===== src/rtl/rvil_pkg.sv =====
package rvil_pkg;

  localparam int COORD_W     = 32;
  localparam int IDX_W       = 16;
  localparam int SIZE_W      = 31;
  localparam int LEN_W       = 32;
  localparam int CFG_IDX_W   = 3;
  localparam int FRAC_BITS   = 30;
  localparam int DIV_BITS    = FRAC_BITS;
  localparam int DEN_W       = COORD_W + 1;
  localparam int PROD_W      = (IDX_W - 1) + SIZE_W;
  localparam int NUM_W       = PROD_W + 3;
  localparam int SQ_W        = 2 * DEN_W;
  localparam int SUM_W       = SQ_W;
  localparam int T_W         = SUM_W + 1;
  localparam int DIST_W      = 33;
  localparam int CORE_STAGES = (DIST_W > DIV_BITS) ? DIST_W : DIV_BITS;
  localparam int PAR_W       = FRAC_BITS + 1;

  localparam logic [PAR_W-1:0]  ONE_Q      = PAR_W'(1) << FRAC_BITS;
  localparam logic [SIZE_W-1:0] SIZE_RESET = SIZE_W'(65536);

  localparam int GRID_X_DEF = 256;
  localparam int GRID_Y_DEF = 256;
  localparam int GRID_Z_DEF = 256;

  typedef enum logic [CFG_IDX_W-1:0] {
    CFG_ORIGIN_X,
    CFG_ORIGIN_Y,
    CFG_ORIGIN_Z,
    CFG_SIZE_X,
    CFG_SIZE_Y,
    CFG_SIZE_Z
  } cfg_reg_t;

  // slab s belongs to axis s/2; even slabs are the low plane
  typedef struct packed {
    logic                          idx_bad;
    logic [2:0]                    moving;
    logic [2:0]                    stat_ok;
    logic [5:0]                    zero;
    logic [5:0]                    one;
    logic [5:0][DEN_W-1:0]         rem;
    logic [5:0][DIV_BITS-1:0]      q;
    logic [2:0][DEN_W-1:0]         den;
    logic [SUM_W-1:0]              srem;
    logic [DIST_W-1:0]             root;
  } item_t;

endpackage


===== src/rtl/rvil_back.sv =====
module rvil_back
  import rvil_pkg::*;
(
  input  logic             clk,
  input  logic             rst,
  input  logic             in_valid,
  output logic             in_ready,
  input  item_t            in_item,
  output logic             out_valid,
  input  logic             out_ready,
  output logic [LEN_W-1:0] segment_length,
  output logic             status
);

  localparam int DLO_W = 17;
  localparam int DHI_W = DIST_W - DLO_W;
  localparam int PLO_W = PAR_W + DLO_W;
  localparam int PHI_W = PAR_W + DHI_W;
  localparam int TOT_W = PAR_W + DIST_W;

  typedef struct packed {
    logic                     idx_bad;
    logic                     ok;
    logic [2:0]               moving;
    logic [2:0][PAR_W-1:0]    mn;
    logic [2:0][PAR_W-1:0]    mx;
    logic [DIST_W-1:0]        root;
  } b1_t;

  typedef struct packed {
    logic                     idx_bad;
    logic                     ok;
    logic [PAR_W-1:0]         lo;
    logic [PAR_W-1:0]         hi;
    logic [DIST_W-1:0]        root;
  } b2_t;

  typedef struct packed {
    logic                     idx_bad;
    logic [PAR_W-1:0]         w;
    logic [DIST_W-1:0]        root;
  } b3_t;

  typedef struct packed {
    logic                     idx_bad;
    logic [PLO_W-1:0]         p_lo;
    logic [PHI_W-1:0]         p_hi;
  } b4_t;

  typedef struct packed {
    logic                     status;
    logic [LEN_W-1:0]         len;
  } b5_t;

  logic [4:0] v, e;
  b1_t b1, b1_next;
  b2_t b2, b2_next;
  b3_t b3, b3_next;
  b4_t b4, b4_next;
  b5_t b5, b5_next;

  always_comb begin
    e[4] = !v[4] || out_ready;
    for (int k = 3; k >= 0; k--) begin
      e[k] = !v[k] || e[k+1];
    end
  end

  assign in_ready       = e[0];
  assign out_valid      = v[4];
  assign segment_length = b5.len;
  assign status         = b5.status;

  always_comb begin
    logic [5:0][PAR_W-1:0] p;
    for (int s = 0; s < 6; s++) begin
      priority if (in_item.zero[s]) p[s] = '0;
      else if (in_item.one[s])      p[s] = ONE_Q;
      else                          p[s] = {1'b0, in_item.q[s]};
    end
    for (int a = 0; a < 3; a++) begin
      b1_next.mn[a] = (p[2*a] < p[2*a+1]) ? p[2*a] : p[2*a+1];
      b1_next.mx[a] = (p[2*a] < p[2*a+1]) ? p[2*a+1] : p[2*a];
    end
    b1_next.idx_bad = in_item.idx_bad;
    b1_next.moving  = in_item.moving;
    b1_next.root    = in_item.root;
    b1_next.ok      = !in_item.idx_bad && (|in_item.moving)
                      && (&(in_item.moving | in_item.stat_ok));
  end

  always_comb begin
    b2_next.idx_bad = b1.idx_bad;
    b2_next.ok      = b1.ok;
    b2_next.root    = b1.root;
    b2_next.lo      = '0;
    b2_next.hi      = ONE_Q;
    for (int a = 0; a < 3; a++) begin
      if (b1.moving[a] && b1.mn[a] > b2_next.lo) b2_next.lo = b1.mn[a];
      if (b1.moving[a] && b1.mx[a] < b2_next.hi) b2_next.hi = b1.mx[a];
    end
  end

  always_comb begin
    b3_next.idx_bad = b2.idx_bad;
    b3_next.root    = b2.root;
    b3_next.w       = (b2.ok && b2.lo < b2.hi) ? b2.hi - b2.lo : '0;
  end

  always_comb begin
    b4_next.idx_bad = b3.idx_bad;
    b4_next.p_lo    = PLO_W'(b3.w) * PLO_W'(b3.root[DLO_W-1:0]);
    b4_next.p_hi    = PHI_W'(b3.w) * PHI_W'(b3.root[DIST_W-1:DLO_W]);
  end

  always_comb begin
    logic [TOT_W-1:0] total;
    total = TOT_W'(b4.p_lo) + (TOT_W'(b4.p_hi) << DLO_W);
    b5_next.status = b4.idx_bad;
    b5_next.len    = (|total[TOT_W-1:FRAC_BITS+LEN_W]) ? '1
                     : total[FRAC_BITS+LEN_W-1:FRAC_BITS];
  end

  always_ff @(posedge clk) begin
    if (rst) begin
      v <= '0;
    end else begin
      if (e[0]) v[0] <= in_valid;
      for (int k = 1; k < 5; k++) begin
        if (e[k]) v[k] <= v[k-1];
      end
    end
  end

  always_ff @(posedge clk) begin
    if (e[0]) b1 <= b1_next;
    if (e[1]) b2 <= b2_next;
    if (e[2]) b3 <= b3_next;
    if (e[3]) b4 <= b4_next;
    if (e[4]) b5 <= b5_next;
  end

endmodule

===== config.mk =====
export PLATFORM = sky130hd
export DESIGN_NAME = rvil_back
export DESIGN_NICKNAME = d
export VERILOG_FILES = /design/src/rtl/rvil_pkg.sv /design/src/rtl/rvil_back.sv
export SDC_FILE = /design/constraint.sdc
export NUM_CORES = 2
export LEC_CHECK = 0
export BUFFER_PORTS_ARGS = -buffer_cell sky130_fd_sc_hd__buf_2
export CAP_MARGIN = 20
export CORE_MARGIN = 5
export CORE_UTILIZATION = 60
export CTS_BUF_LIST = sky130_fd_sc_hd__clkbuf_8 sky130_fd_sc_hd__clkbuf_16
export DETAILED_ROUTE_END_ITERATION = 6
export HOLD_SLACK_MARGIN = 0.05
export PLACE_DENSITY = 0.8
export SETUP_SLACK_MARGIN = 0.5
export SLEW_MARGIN = 30
export SYNTH_ARGS = -nofsm -noshare
export SYNTH_HDL_FRONTEND = slang
export SYNTH_SLANG_ARGS = --single-unit
export TNS_END_PERCENT = 100

===== constraint.sdc =====
create_clock -name clk -period 26.8 [get_ports clk]
set_clock_uncertainty 0.05 [all_clocks]
set_input_delay 5.36 -clock clk [delete_from_list [all_inputs] [get_ports clk]]
set_output_delay 5.36 -clock clk [all_outputs]
set_load 0.01 [all_outputs]

==> summary.txt <==
Setup TNS - 0 ns
Initial antenna violation count - 4
Syn nets - 8,133
Vias in the first global route - 46,400
Post-synthesis cell area - 60,000 um2
Final critical-path share of the clock period - 47.1%
Final Non-Filler Cells - 7,669
Most common cell after layout, fill and taps aside - inv_1
Worst endpoint required time - 21.39 ns
Count of endpoints failing hold in the final timing report - 0
Worst Tran Pin Value - 1.03 ns
Most used DFF post-synth - edfxtp_1
Finish-stage setup viols - 0
Maximum number of pins on one net before global-route repair - 183
First-iteration detailed-routing DRC count - 3,175
Ant. Diodes - 0
Placer congestion estimate - 0.959
Run status - finished clean
Worst slew margin relative to its limit - 29.8%
Cell Pwr Density - 78.9 nW/um2
Routed wire per std cell - 19.7 um
Floorplan row count - 116
Post-CTS Repair Setup Buffers - 0
Root buffer cell - clkbuf_16
Post-route minimum period - 12.63 ns
Asr flop ratio synth - 0%
Width of the die - 326 um
Crit. End Element - output port
Number of detailed-routing iterations run before antenna repair - 7
Count of antenna-violating nets left after detailed routing - 0
HPWL after detailed placement - 116,000 um
Later-pin clock latency in the skew report - 0.68 ns
Count of port buffers added during placement - 270
Placed Instance Area - 62,600 um2
Net count of the finished layout - 8,270
Static leakage - 32.4 nW
H-tree Lvls - 2
Class of the tightest hold or removal check - flop to flop
Critical Path Source Type - input pin
Share of synthesized area occupied by flip-flops and latches - 25.1%
Category of the critical setup timing path - input pin to output port
Post-CTS Resized - 0
Post-synthesis cell count - 6,186
Worst path arrival time - 7.22 ns
Clock Tree Buf Depth - 3
Synthesis Warnings - 0
Mean post-synth cell area - 9.70 um2
DRT Wirelength - 151,000 um
Overall Power - 5.10 mW
Max Fclk - 79.2 MHz
Layout filler cell count - 7,751
Clock buffer count from CTS - 57
Count of flip-flops with a built-in enable after synthesis - 498
Clock transition at the registers of the reported paths - 0.07 ns
Share of final-layout standard cells stronger than drive strength 1 - 7.80%
Via-per-instance ratio - 5.70
Y dimension of the die - 326 um
Number of I/O pins - 634
GRT Residual Overflow - 0
Placeable core region - 99,700 um2
Total instance count after detailed placement - 7,561
Count of unique library cells instantiated by Yosys - 89
Worst Path Max Fanout - 45
Final design utilization - 64.9%
Commonest non-fill, non-tap cells in the layout - inv_1, nand2_1, fa_1
Die Footprint - 106,000 um2
Register-to-register setup slack - 18.84 ns
Clock Sink Count - 503
Effective utilization at floorplan - 60.2%
Count of max-cap constraint violations - 0
RSZ-0062 raised after global routing - no
Overall track demand over capacity in global routing - 28.4%
Area Overhead vs Synth - 7.78%
DRC violations left - 0
Post-Layout Inst Area - 64,700 um2
IR drop worst, VDD - 60.7 uV
TritonCTS clock tree - built
First-pass GRT wire length - 241,000 um
Vias - 43,700
Seq cells post-synth - 503
Cts hold-fix bufs - 0
Final Max Slew Viols - 0
[flip-flops by register name, summed over array words and instances, names as in the netlist]
register and cells:
b1 224, b2 97, b4 79, b3 65
segment_length 32, v 5, status 1
[layout make-up]
class	count	area (um2)	share of cell area (%)
Multi-Input combinational cell	4182	39300	60.8
Sequential cell	503	15100	23.3
Inverter	1227	4610	7.12
Timing Repair Buffer	352	2020	3.13
Tap cell	1298	1620	2.51
Clock buffer	57	1430	2.21
Clock inverter	50	606	0.936
[cell families after synthesis]
| kind of cell | share of synthesized area [%] |
|---|---|
| and+or+nand+nor | 13.7 |
| buffers and inverters | 9.55 |
| adders and majority gates | 38.6 |
| AOI/OAI and AO/OA | 7.17 |
| DFF | 25.1 |
| muxes | 4.17 |
| xor gates and xnor gates | 1.71 |
[routing by layer]
metal	GRT usage, %	wire length (um)	vias to the layer above
met2	49.5	74000	2062
met3	5.09	12500	494
met4	13.7	8330	2
li1	-	-	19900
met1	34.5	56400	21300
met5	0	12	-
[critical path, cell delays in order]
cell and delay, ns:
buf_2 0.10, nor2b_1 0.34, and3_1 0.41, nand3_4 0.59
buf_2 0.39
[per-stage QoR]
step | setup slack (ns) | hold WS, ns
finish | 14.17 | 0.357
global placement | 14.14 | 0.351
floorplan | 10.51 | 0.350
CTS | 14.12 | 0.358
detailed placement | 14.12 | 0.355
global route | 13.93 | 0.363
[cell usage after synthesis, drive strengths merged, types with 16 or more instances]
master / number / area (um2)
inv: 1227 / 4610
nand2: 1056 / 3990
fa: 837 / 16800
ha: 511 / 6390
edfxtp: 498 / 15000
and2: 318 / 1990
mux2i: 245 / 2450
clkbuf: 234 / 878
a21oi: 205 / 1030
nor2: 187 / 702
a21o: 133 / 998
o21ai: 99 / 507
xnor2: 81 / 709
nand4: 55 / 344
a31oi: 43 / 275
buf: 40 / 249
nor2b: 36 / 225
xor2: 36 / 315
nor3: 32 / 160
nand3: 30 / 155
a211oi: 27 / 213
nand2b: 26 / 163
o21bai: 26 / 195
o21a: 24 / 180
and3: 20 / 125
nor4: 16 / 100
[power breakdown]
group | switching (mW) | internal, mW
clock | 0.350 | 0.490
sequential | 0.0608 | 1.07
combinational | 1.90 | 1.23
total | 2.31 | 2.79
[worst paths after layout]
| check | startpoint | end | depth (start not counted) |
|---|---|---|---|
| worst max-delay path | out_ready | in_ready | 5 |
| worst min-delay path | b2[26] | b3[26] | 0 |
| worst max register to register | b1[129] | b2[74] | 24 |
| worst min register to register | b2[26] | b3[26] | 0 |
No activity file was read; power rests on OpenSTA's default activity.
